$ cat config.mk
export PLATFORM = sky130hd
export DESIGN_NAME = dsh_ctrl
export DESIGN_NICKNAME = d
export VERILOG_FILES = /design/src/rtl/dsh_pkg.sv /design/src/rtl/dsh_ctrl.sv
export SDC_FILE = /design/constraint.sdc
export NUM_CORES = 1
export LEC_CHECK = 0
export BUFFER_PORTS_ARGS = -buffer_cell sky130_fd_sc_hd__clkbuf_2
export CELL_PAD_IN_SITES_DETAIL_PLACEMENT = 0
export CELL_PAD_IN_SITES_GLOBAL_PLACEMENT = 1
export CORE_AREA = 2 2 39 41
export CTS_CLUSTER_SIZE = 20
export DETAILED_ROUTE_END_ITERATION = 12
export DIE_AREA = 0 0 41 43
export PLACE_DENSITY_LB_ADDON = 0.1
export REMOVE_ABC_BUFFERS = 1
export SLEW_MARGIN = 30
export SYNTH_ARGS = -nofsm -noshare
export SYNTH_HDL_FRONTEND = slang
export SYNTH_SLANG_ARGS = --single-unit
$ cat constraint.sdc
create_clock -name clk -period 1.47 [get_ports clk]
set_input_delay 0.147 -clock clk [delete_from_list [all_inputs] [get_ports clk]]
set_output_delay 0.147 -clock clk [all_outputs]
set_load 0.03 [all_outputs]
$ cat src/rtl/dsh_pkg.sv
// Shared types and constants for the diamond-square heightmap core.
`default_nettype none

package dsh_pkg;

	typedef enum logic [2:0] {
		PH_C0      = 3'd0,
		PH_C1      = 3'd1,
		PH_C2      = 3'd2,
		PH_C3      = 3'd3,
		PH_DIAMOND = 3'd4,
		PH_SQUARE  = 3'd5,
		PH_DONE    = 3'd6
	} phase_t;

	typedef struct packed {
		logic       accept;
		logic       rd_en;
		logic [1:0] rd_idx;
		logic       calc;
		logic       write;
	} dsh_cmd_t;

	typedef struct packed {
		logic out_free;
	} dsh_stat_t;

	localparam int unsigned SIZE_W      = 4;
	localparam int unsigned DRAW_W      = 9;
	localparam int unsigned POS_W       = 9;
	localparam int unsigned HEIGHT_W    = 8;
	localparam int unsigned SUM_W       = 10;
	localparam int unsigned CNT_W       = 3;
	localparam int unsigned DIV3_MUL    = 683;
	localparam int unsigned DIV3_SHIFT  = 11;
	localparam int unsigned DIV3_W      = SUM_W + 10;
	localparam logic [7:0]  FULL_AMP    = 8'd128;
	localparam logic [7:0]  HEIGHT_MAX  = 8'd255;
	localparam logic [SIZE_W-1:0] SIZE_RESET = 4'd8;

endpackage

`default_nettype wire

$ cat src/rtl/dsh_ctrl.sv
// Controller state machine sequencing neighbor reads, averaging and write-back.
`default_nettype none

module dsh_ctrl (
	input  wire logic              clk,
	input  wire logic              arst_n,
	input  wire logic              in_valid,
	output logic                   in_ready,
	input  wire dsh_pkg::dsh_stat_t stat,
	output dsh_pkg::dsh_cmd_t      cmd
);

	typedef enum logic [2:0] {
		ST_IDLE,
		ST_READ,
		ST_DRAIN,
		ST_CALC,
		ST_WRITE
	} state_t;

	state_t     state_q;
	logic [1:0] idx_q;

	always_ff @(posedge clk or negedge arst_n) begin
		if (!arst_n) begin
			state_q <= ST_IDLE;
			idx_q   <= 2'd0;
		end else begin
			unique case (state_q)
				ST_IDLE: begin
					idx_q <= 2'd0;
					if (in_valid) begin
						state_q <= ST_READ;
					end
				end
				ST_READ: begin
					idx_q <= idx_q + 2'd1;
					if (idx_q == 2'd3) begin
						state_q <= ST_DRAIN;
					end
				end
				ST_DRAIN: begin
					state_q <= ST_CALC;
				end
				ST_CALC: begin
					state_q <= ST_WRITE;
				end
				ST_WRITE: begin
					if (stat.out_free) begin
						state_q <= ST_IDLE;
					end
				end
				default: begin
					state_q <= ST_IDLE;
				end
			endcase
		end
	end

	assign in_ready   = (state_q == ST_IDLE);
	assign cmd.accept = (state_q == ST_IDLE) && in_valid;
	assign cmd.rd_en  = (state_q == ST_READ);
	assign cmd.rd_idx = idx_q;
	assign cmd.calc   = (state_q == ST_CALC);
	assign cmd.write  = (state_q == ST_WRITE) && stat.out_free;

endmodule

`default_nettype wire

# Yosys cells after proc, flatten, opt, wreduce, memory -nomap -nowiden

Index checks and enable logic that the tools add are counted.

$add $sub $neg: 1
Equal/unequal tests: 8
Muxes and demuxes: 5
Reduce and logical (&&, ||, !) cells: 5

Operators by type and width:

| operator                                                                | number |
|---|---|
| 3-bit case mux with 5 select lines                                      | 1 |
| 3-bit 2-to-1 mux                                                        | 3 |
| 3-bit by 2-bit == test with 1-bit output, second input constant         | 2 |
| 2-bit inequality test, second input constant                            | 2 |
| 2-bit case mux with 2 select lines                                      | 1 |
| 3-bit by 1-bit == test with 1-bit output, second input constant         | 1 |
| 3-bit == test, second input constant                                    | 1 |
| 3-bit logical NOT                                                       | 1 |
| 3-bit AND reduction                                                     | 1 |
| 2-bit by 1-bit adder with 2-bit output, second input constant           | 1 |
| 2-bit == test, second input constant                                    | 1 |
| 1-bit logical AND                                                       | 2 |
| 2-bit by 1-bit inequality test with 1-bit output, second input constant | 1 |
| 2-bit nonzero test                                                      | 1 |

Register bits: 5
Output and inout port bits: 7
Word-level logic and storage cells: 21

# Logic depth before layout (Yosys ltp)

Gate-level depths: netlist of the first run.

Word-level depth: 3
Mapped depth: 3

# Least setup slack after synthesis of the first run

Ideal clock, no wire load.

Path type: flip-flop to output port
Start: reg state_q[1]
End: out cmd[5] (netlist name)
Arrival time: 1.660 ns
Required time: 1.323 ns
Slack: -0.337 ns
Cell stages (with the launch flop): 4
Cell sequence: dfrtp_1 buf_6 nor3_1 and2_1

RTL lines:

| what                     | RTL line       | RTL |
|---|---|---|
| start: declaration       | dsh_ctrl.sv:21 | `state_t state_q;` |
| start signal: assignment | dsh_ctrl.sv:26 | `state_q <= ST_IDLE;` |
| start signal: assignment | dsh_ctrl.sv:33 | `state_q <= ST_READ;` |
| start signal: assignment | dsh_ctrl.sv:39 | `state_q <= ST_DRAIN;` |
| end: declaration         | dsh_ctrl.sv:10 | `output dsh_pkg::dsh_cmd_t cmd` |

==> results by group, run 1 <==
Cells and area
  – Final instance area: roughly 380 um2
  – Final #Nets: 47
  – Layout Cells excl Fill: 57
  – Layout cell share with drive strength beyond 1: 46.3%
  – Area Overhead vs Synth: 29.7%
  – Ant diodes: 0

Routing
  – 1st-iter DRT viols: 1
  – Via/cell ratio: approximately 4.2
  – Vias: around 240
  – DRC: 0
  – Router iterations before antenna repair: 3
  – DRT Wirelength: 613 um
  – WL/cell: roughly 11 um
  – Post-DRT Antenna Nets: 0

Setup path
  – CP Capture Type: primary output
  – Crit path required time: 1.32 ns
  – Startpoint Class: flip-flop
  – R2R Setup Slk: roughly 0.26 ns
  – Setup Crit Path Kind: reg2out
  – CP max FO: 11
  – Arr. time, crit path: 1.22 ns

Timing
  – Hold Violations, Final: 0
  – Min Tclk post-route: roughly 1.4 ns
  – Fmax: 733 MHz
  – Fin Clk Skew: between 0.004 and 0.005 ns
  – Slew @ Worst Pin: between 0.2 and 0.25 ns
  – Slew Viols, Final: 0
  – Period Utilization, post-route: ~93%
  – Relative slew margins: between 80% and 90%
  – RSZ-0062 raised after global routing: false
  – Count of final setup violators: 0

Yosys
  – Area contributors post-synth: dfrtp_1, buf_6, ha_1, nand2_1, a21oi_1
  – Cell with the most instances after synthesis: dfrtp_1
  – Register area share after synthesis: between 40% and 50%
  – Post-synthesis register bit count: 5
  – Share of flip-flops with an asynchronous set or reset: between 90% and 100%
  – Synth top cells by count: dfrtp_1, nand2_1
  – Post-synth top area share: 42.4%
  – Distinct cells, synth: 19
  – Syn. warnings: 0
  – Synth Cell Area: ~300 um2
  – Synth Instances: 29
  – Synth area leader: dfrtp_1
  – Ys flop type: dfrtp_1
  – Syn avg cell area: 10.2 um2
  – Post-synth EDFFs: 0

Die
  – Die ar.: between 1500 and 2000 um2
  – Die H: around 43 um
  – Boundary pin count: 11
  – FP Rows: 14
  – Placeable Area: 1380 um2
  – Initial Utilization: approximately a fifth
  – Chip Width: 41 um

CTS
  – H-tree depth: 1
  – TritonCTS clock tree: built
  – Clock Latency Late Sink: between 0.2 and 0.25 ns
  – Post-CTS Setup Repair Bufs: 0
  – Clock Tree Buf Depth: 2
  – Total CTS buffers: 3
  – Clock Sinks: 5
  – Clock-pin slew on the worst setup and hold paths: roughly 0.04 ns
  – Root Buffer: clkbuf_4

Power
  – Switch Pwr: 0.453 mW
  – Reg power frac: between 30% and 40%
  – Leak pwr: 0.183 nW
  – Maximum vdd drop: ~0.99 mV
  – Power density over cell area: roughly 2500 nW/um2
  – Pint: 0.495 mW
  – Clock power share: between 15 and 20%
  – Switching Fraction: a little under half
  – Comb pwr share: 49.8%

Global routing
  – Tot GR Track Use: under 10%
  – Vias in the first global route: 257
  – Global-route met1 utilization: approximately a tenth
  – First-pass GRT wire length: around 1000 um
  – GRT Max-Usage Layer: met2
  – Gr ovfl total: 0
  – GR Util met3: 3.14%
  – Met2 Track Usage GR: 14.4%
  – Largest net degree at the start of global routing: 14
  – Initial antenna violation count: 0

Placed design
  – GP Congestion: approximately 0.66
  – Number of port buffers: 10
  – DP Cell Count: between 50 and 60
  – Post-DP HPWL: approximately 450 um
  – Placement Cell Area: ~340 um2

Min path
  – Hold Crit Class: in2reg

Outcome
  – Outcome: completed

Run
  – Max_cap viols: 0
-- routing by layer --
layer,share of wire (%),routed length (um)
met1,47,287
met2,46,283
met3,6.9,42
met4,0,0
met5,0,0
-- power by group through the flow --
stage               sequential [mW]  clock (mW)  combinational [mW]
global placement              0.309           0               0.463
floorplan                     0.324           0               0.305
global route                  0.339       0.174               0.520
detailed placement            0.313           0               0.464
finish                        0.322       0.153               0.472
CTS                           0.311       0.161               0.470
-- repair_timing --
item / CTS / global route
hold buffers: 1 / 0
gates resized for setup: 1 / 6
setup endpoints to repair: 1 / 2
hold endpoints to repair: 5 / 0
pin swaps: 0 / 1
-- kinds of logic after synthesis --
group	share of synthesized area [%]
buffers and inverters	10.2
AND/OR/NAND/NOR	31.4
flip-flops	42.4
AO/OA/AOI/OAI	11.9
adder cells (fa/ha/maj)	4.24
-- cell type report --
class / instances / area (um2)
clock buffer: 4 / 26.3
fill: 152 / 1000
timing repair buffer: 11 / 62.6
sequential: 5 / 129
tap: 16 / 20.0
multi-input combinational: 21 / 145
-- critical path, cell delays in order, from the launching register on --
cell and delay [ns]:
dfrtp_2 0.47, nor3_2 0.21, and2_1 0.15, buf_4 0.15
-- metrics by stage --
step	hold WS [ns]	power, mW	worst slack (ns)	utilization [%]	TNS (ns)
2_1_floorplan	-0.149	0.629	-0.301	-	-0.301
3_3_place_gp	-0.0347	0.773	0.240	24.2	0
3_5_place_dp	-0.0328	0.777	0.208	24.2	0
4_1_cts	0.230	0.942	0.000483	26.9	0
5_1_grt	0.233	1.03	0.0258	27.7	0
6_report	0.230	0.948	0.106	27.7	0
-- placed cells by master (no fill, tap or decap), types with 2 or more instances in the layout --
cell,Yosys,layout
clkbuf_2,0,9
nand2_1,3,3
clkbuf_4,0,3
dfrtp_2,0,3
a21oi_1,2,2
o21ai_0,2,2
dfrtp_1,5,2
-- flip-flops by register name, indices dropped and copies added, names as in the netlist --
name,flops
idx_q,2
state_q,3
-- path summary, 6_finish.rpt --
check                             endpoint  cells past startpoint        from
worst max-delay path                cmd[5]                      3  state_q[2]
min in group asynchronous         idx_q[1]                      2      arst_n
max in group asynchronous       state_q[2]                      2      arst_n
worst min-delay path            state_q[0]                      3    in_valid
worst min register to register  state_q[1]                      1  state_q[2]
worst max register to register  state_q[0]                      3    idx_q[0]
Note: power is estimated with default switching activity, not from simulation.
==> run 2, diff against run 1 <==
==> constraint.sdc (replaced) <==
create_clock -name clk -period 1.47 [get_ports clk]
set_input_delay 0.2205 -clock clk [delete_from_list [all_inputs] [get_ports clk]]
set_output_delay 0.2205 -clock clk [all_outputs]
set_load 0.03 [all_outputs]
==> run 2 against run 1 <==
Compared with the run above:
- global-route usage up 0.30 points
- power up 14%
- non-clock buffer count is 5 higher
- largest cell class unchanged
==> results by group, run 2 (synthesis results as in run 1) <==
Setup path
  – R2R Setup Slk: 0.20 ns (-0.06 ns)
  – Cell family with most CP delay: flip-flops
  – Arr. time, crit path: 1.20 ns (-0.02 ns)
  – Reg2reg end: state_q[0]
  – CP max-delay cell: dfrtp_2
  – Setup Crit Path Kind: reg2out
  – CP max FO: 6 (-5)
  – Startpoint Class: flip-flop
  – Worst-path cell chain: buf_4 > and3b_2 > clkbuf_2
  – Crit path required time: 1.25 ns (-0.07 ns)
  – Max incr delay on CP: 0.45 ns (-0.02 ns)
  – CP Capture Type: primary output
  – RR Startpoint: state_q[1]
  – CP Depth: 3 (unchanged)
  – Reg2reg path depth: 3 (unchanged)
  – Buf/Inv on CP: 2 (+1)

Routing
  – 1st-iter DRT viols: 7 (+6)
  – Router iterations before antenna repair: 4 (+1)
  – DRT Wirelength: 701 um (+14%)
  – Vias: 275 (+14%)
  – DRC: 0 (unchanged)
  – Post-DRT Antenna Nets: 0 (unchanged)
  – Via/cell ratio: 4.44 (+4.5%)
  – WL/cell: 11.3 um (+5.1%)

Timing
  – Fmax: 702 MHz (-4.2%)
  – Slew Viols, Final: 0 (unchanged)
  – RSZ-0062 raised after global routing: false
  – Relative slew margins: 83.2% (-2.9 points)
  – Slew @ Worst Pin: 0.248 ns (+0.0430 ns)
  – Hold Violations, Final: 0 (unchanged)
  – Period Utilization, post-route: 96.9% (+4.1 points)
  – Count of final setup violators: 0 (unchanged)
  – Fin Clk Skew: 0.00258 ns (-0.00153 ns)
  – Min Tclk post-route: 1.42 ns (+0.0599 ns)

Die
  – Boundary pin count: 11 (unchanged)
  – Placeable Area: 1380 um2 (unchanged)
  – FP Rows: 14 (unchanged)
  – Chip Width: 41 um (unchanged)
  – Die ar.: 1760 um2 (unchanged)
  – Die H: 43 um (unchanged)
  – Initial Utilization: 21.3% (unchanged)

Power
  – Power density over cell area: 2520 nW/um2 (+2.0%)
  – Pwr Total: 1.08 mW (+14%)
  – Maximum vdd drop: 0.991 mV (-0.24%)
  – Leak pwr: 0.208 nW (+14%)

Cells and area
  – Layout cell share with drive strength beyond 1: 52.2% (+5.8 points)
  – Final #Nets: 52 (+11%)
  – FILL cells: 162 (+6.6%)
  – Most common cell after layout, fill and taps aside: clkbuf_2
  – Biggest register: state_q
  – Largest register FFs: 3 (unchanged)
  – Area Overhead vs Synth: 45.3%
  – Largest regs: state_q (3), idx_q (2)
  – Most frequent cells in the layout: clkbuf_2, buf_4, nand2_1, clkbuf_4, dfrtp_2
  – Final instance area: 429 um2 (+12%)
  – Ant diodes: 0 (unchanged)

Min path
  – Hold Crit Class: in2reg
  – Hold path start: in_valid
  – Hold Path Depth: 3 (unchanged)
  – Hold Path End: state_q[0]

Placed design
  – Number of port buffers: 10 (unchanged)
  – GP Congestion: 0.665 (+1.3%)
  – Post-DP HPWL: 445 um (-1.8%)
  – Placement Cell Area: 335 um2 (unchanged)

CTS
  – Total CTS buffers: 3 (unchanged)
  – Root Buffer: clkbuf_4
  – Clock Sinks: 5 (unchanged)
  – Clock Tree Buf Depth: 2 (unchanged)
  – TritonCTS clock tree: built
  – Clock Latency Late Sink: 0.24 ns (about the same)
  – Clock-pin slew on the worst setup and hold paths: 0.04 ns (about the same)
  – H-tree depth: 1 (unchanged)

Global routing
  – Initial antenna violation count: 0 (unchanged)
  – Largest net degree at the start of global routing: 12 (-2)
  – Vias in the first global route: 267 (+3.9%)
  – First-pass GRT wire length: 1100 um (+4.7%)
  – Tot GR Track Use: 9.70% (+0.30 points)
  – Gr ovfl total: 0 (unchanged)

Outcome
  – Outcome: completed

Run
  – Max_cap viols: 0 (unchanged)
-- run 2: layer usage --
metal,track usage (%),up-vias,part of all wire [%]
met5,0,-,0
met2,14.4,12,48
met4,6.00,0,0
met3,3.14,0,7.4
met1,11.5,126,44
li1,-,137,-
-- run 2: how the worst max path moves through the flow --
stage               slack [ns]        from  endpoint
floorplan                -0.37  state_q[1]    cmd[5]
global placement          0.17  state_q[1]    cmd[5]
detailed placement        0.13  state_q[1]    cmd[5]
CTS                      0.009  state_q[0]    cmd[5]
global route             0.008  state_q[0]    cmd[1]
finish                    0.05  state_q[0]    cmd[1]
-- run 2: metrics by stage --
| stage | worst slack [ns] | util (%) | std cells | hold slack (ns) | setup TNS, ns |
|---|---|---|---|---|---|
| 2_1_floorplan | -0.374 | - | 26 | -0.0751 | -0.374 |
| 3_3_place_gp | 0.173 | 24.2 | 52 | 0.0387 | 0 |
| 3_5_place_dp | 0.132 | 24.2 | 52 | 0.0390 | 0 |
| 4_1_cts | 0.00914 | 28.5 | 59 | 0.301 | 0 |
| 5_1_grt | 0.00787 | 31.0 | 62 | 0.339 | 0 |
| 6_report | 0.0462 | 31.0 | 62 | 0.309 | 0 |
-- run 2: worst min-delay path, stage by stage --
cell	delay [ns]
clkbuf_2	0.09
o21bai_1	0.12
a21oi_1	0.07
-- run 2: final cells by class --
| type | instances | area, um2 | share of cell area, % |
|---|---|---|---|
| clock buffer | 4 | 26.3 | 6.12 |
| multi-input combinational | 21 | 154 | 35.9 |
| sequential | 5 | 129 | 30.0 |
| tap | 16 | 20.0 | 4.66 |
| timing repair buffer | 16 | 100 | 23.3 |
-- run 2: power by group --
| part | switching (mW) | leakage (nW) | internal, mW |
|---|---|---|---|
| clock network | 0.0555 | 0.0150 | 0.103 |
| logic | 0.337 | 0.133 | 0.278 |
| registers | 0.105 | 0.0600 | 0.205 |
| total | 0.497 | 0.208 | 0.586 |
-- run 2: what timing repair did --
action / 4_1_cts / 5_1_grt
hold buffers: 1 / 0
buffers inserted: 2 / 3
gates resized for setup: 5 / 4
endpoints found under the hold margin: 5 / 0
endpoints found under the setup margin: 2 / 1
==> run 3, diff against run 2 <==
RECOVER_POWER = 25   (was not set)
==> run 3 against run 2 <==
Compared with the run above:
- first-iteration DRC count did not move
- routed wire length unchanged
- combinational power is essentially flat
- final area down 0.29%
- fmax stayed put
- worst setup slack unchanged
- non-clock buffer count is the same
- critical endpoint unchanged
- largest cell class unchanged
- largest power group unchanged
- highest routed layer unchanged
==> results by group, run 3 (synthesis results as in run 1) <==
Placed design
  – GP Congestion: 0.665 (unchanged)
  – Post-DP HPWL: 445 um (unchanged)
  – DP Cell Count: 52 (unchanged)
  – Placement Cell Area: 335 um2 (unchanged)
  – Number of port buffers: 10 (unchanged)

Setup path
  – CP Capture Type: primary output
  – Critical Path Start: state_q[0]
  – RR Startpoint: state_q[1]
  – Arr. time, crit path: 1.20 ns (about the same)
  – Crit path required time: 1.25 ns (about the same)
  – Setup Crit Path Kind: reg2out
  – CP max FO: 6 (unchanged)
  – Startpoint Class: flip-flop

Cells and area
  – Layout cell share with drive strength beyond 1: 50.0% (-2.2 points)
  – Area Overhead vs Synth: 44.9%
  – Layout Cells excl Fill: 62 (unchanged)
  – Largest regs: state_q (3), idx_q (2)
  – Biggest register: state_q
  – Largest register FFs: 3 (unchanged)
  – Most frequent cells in the layout: clkbuf_2, buf_4, nand2_1, clkbuf_4, dfrtp_2
  – Ant diodes: 0 (unchanged)
  – Final #Nets: 52 (unchanged)
  – Final instance area: 428 um2 (-0.29%)
  – Most common cell after layout, fill and taps aside: clkbuf_2

Global routing
  – GR Util met3: 3.14% (unchanged)
  – Tot GR Track Use: 9.70% (unchanged)
  – Gr ovfl total: 0 (unchanged)
  – Global-route met1 utilization: 11.5% (unchanged)
  – Vias in the first global route: 267 (unchanged)
  – Initial antenna violation count: 0 (unchanged)
  – Met2 Track Usage GR: 14.4% (unchanged)
  – GRT Max-Usage Layer: met2
  – Largest net degree at the start of global routing: 12 (unchanged)
  – First-pass GRT wire length: 1100 um (unchanged)

Timing
  – Count of final setup violators: 0 (unchanged)
  – Fmax: 702 MHz (unchanged)
  – Slew Viols, Final: 0 (unchanged)
  – Setup Total Neg Slack: 0 ns (unchanged)
  – Min Tclk post-route: 1.42 ns (unchanged)
  – Fin Clk Skew: 0.00255 ns (-0.0000274 ns)
  – Hold Violations, Final: 0 (unchanged)
  – Period Utilization, post-route: 96.9% (unchanged)
  – Slew @ Worst Pin: 0.248 ns (unchanged)
  – Relative slew margins: 83.2% (unchanged)
  – RSZ-0062 raised after global routing: false

Routing
  – DRC: 0 (unchanged)
  – Router iterations before antenna repair: 4 (unchanged)
  – Post-DRT Antenna Nets: 0 (unchanged)
  – DRT Wirelength: 701 um (unchanged)
  – 1st-iter DRT viols: 7 (unchanged)
  – Via/cell ratio: 4.44 (unchanged)
  – WL/cell: 11.3 um (unchanged)
  – Vias: 275 (unchanged)

Die
  – Die ar.: 1760 um2 (unchanged)
  – Placeable Area: 1380 um2 (unchanged)
  – Chip Width: 41 um (unchanged)
  – Boundary pin count: 11 (unchanged)
  – Die H: 43 um (unchanged)
  – Initial Utilization: 21.3% (unchanged)
  – FP Rows: 14 (unchanged)

Power
  – Comb pwr share: 56.8% (about the same)
  – Switch Pwr: 0.497 mW (about the same)
  – Power density over cell area: 2530 nW/um2 (+0.25%)
  – Pint: 0.586 mW (about the same)
  – Leak pwr: 0.205 nW (-1.4%)
  – Maximum vdd drop: 0.991 mV (about the same)
  – Pwr Total: 1.08 mW (about the same)
  – Switching Fraction: 45.9% (about the same)
  – Reg power frac: 28.6% (about the same)
  – Clock power share: 14.6% (about the same)

CTS
  – Clock Tree Buf Depth: 2 (unchanged)
  – H-tree depth: 1 (unchanged)
  – Root Buffer: clkbuf_4
  – Clock-pin slew on the worst setup and hold paths: 0.04 ns (about the same)
  – Clock Sinks: 5 (unchanged)
  – TritonCTS clock tree: built
  – Clock Latency Late Sink: 0.24 ns (about the same)
  – Total CTS buffers: 3 (unchanged)

Run
  – Max_cap viols: 0 (unchanged)

Min path
  – Hold path start: in_valid
  – Hold Crit Class: in2reg

Outcome
  – Outcome: completed
==> run 3: cell count changes in the layout (fill, tap and decap cells not counted) <==
cell / change
clkbuf_2: -1
clkbuf_1: +1
==> run 3: area by class of cell <==
type,instances,area [um2]
clock buffer,4,26.3
fill,163,956
multi-input combinational,21,154
sequential,5,129
tap,16,20.0
timing repair buffer,16,98.8
==> run 3: worst paths after layout <==
check	cells past startpoint	to	slack, ns
worst max register to register	3	state_q[0]	0.20
worst min register to register	2	idx_q[1]	0.56
max in group asynchronous	2	state_q[1]	0.89
worst max-delay path	3	cmd[1]	0.05
min in group asynchronous	2	idx_q[1]	0.35
worst min-delay path	3	state_q[0]	0.31
==> run 3: critical path, stage by stage (launching register included) <==
cell and delay [ns]:
dfrtp_2 0.45, buf_4 0.15, and3b_2 0.19, clkbuf_2 0.18
==> run 3: repair_timing <==
item                                    CTS  global route
endpoints found under the hold margin     5             0
setup buffers                             2             3
gates cloned                              0             0
hold buffers                              1             0
gates resized for setup                   5             4
endpoints found under the setup margin    2             1
==> run 3: stage by stage <==
stage          utilization (%)  hold slack, ns  setup slack [ns]
2_1_floorplan                -         -0.0751            -0.374
3_3_place_gp              24.2          0.0387             0.173
3_5_place_dp              24.2          0.0390             0.132
4_1_cts                   28.5           0.301           0.00914
5_1_grt                   30.9           0.339           0.00787
6_report                  30.9           0.309            0.0462
==> run 3: routing by layer <==
layer	up-vias	wire, um
met4	0	0
li1	137	-
met3	0	52
met5	-	0
met2	12	337
met1	126	311
==> run 3: power groups by stage <==
stage / Clock [mW] / Sequential (mW) / Combinational [mW]
after floorplan: 0 / 0.324 / 0.305
after global placement: 0 / 0.309 / 0.465
after detailed placement: 0 / 0.317 / 0.461
after CTS: 0.164 / 0.313 / 0.517
after global routing: 0.174 / 0.321 / 0.672
final: 0.158 / 0.310 / 0.615
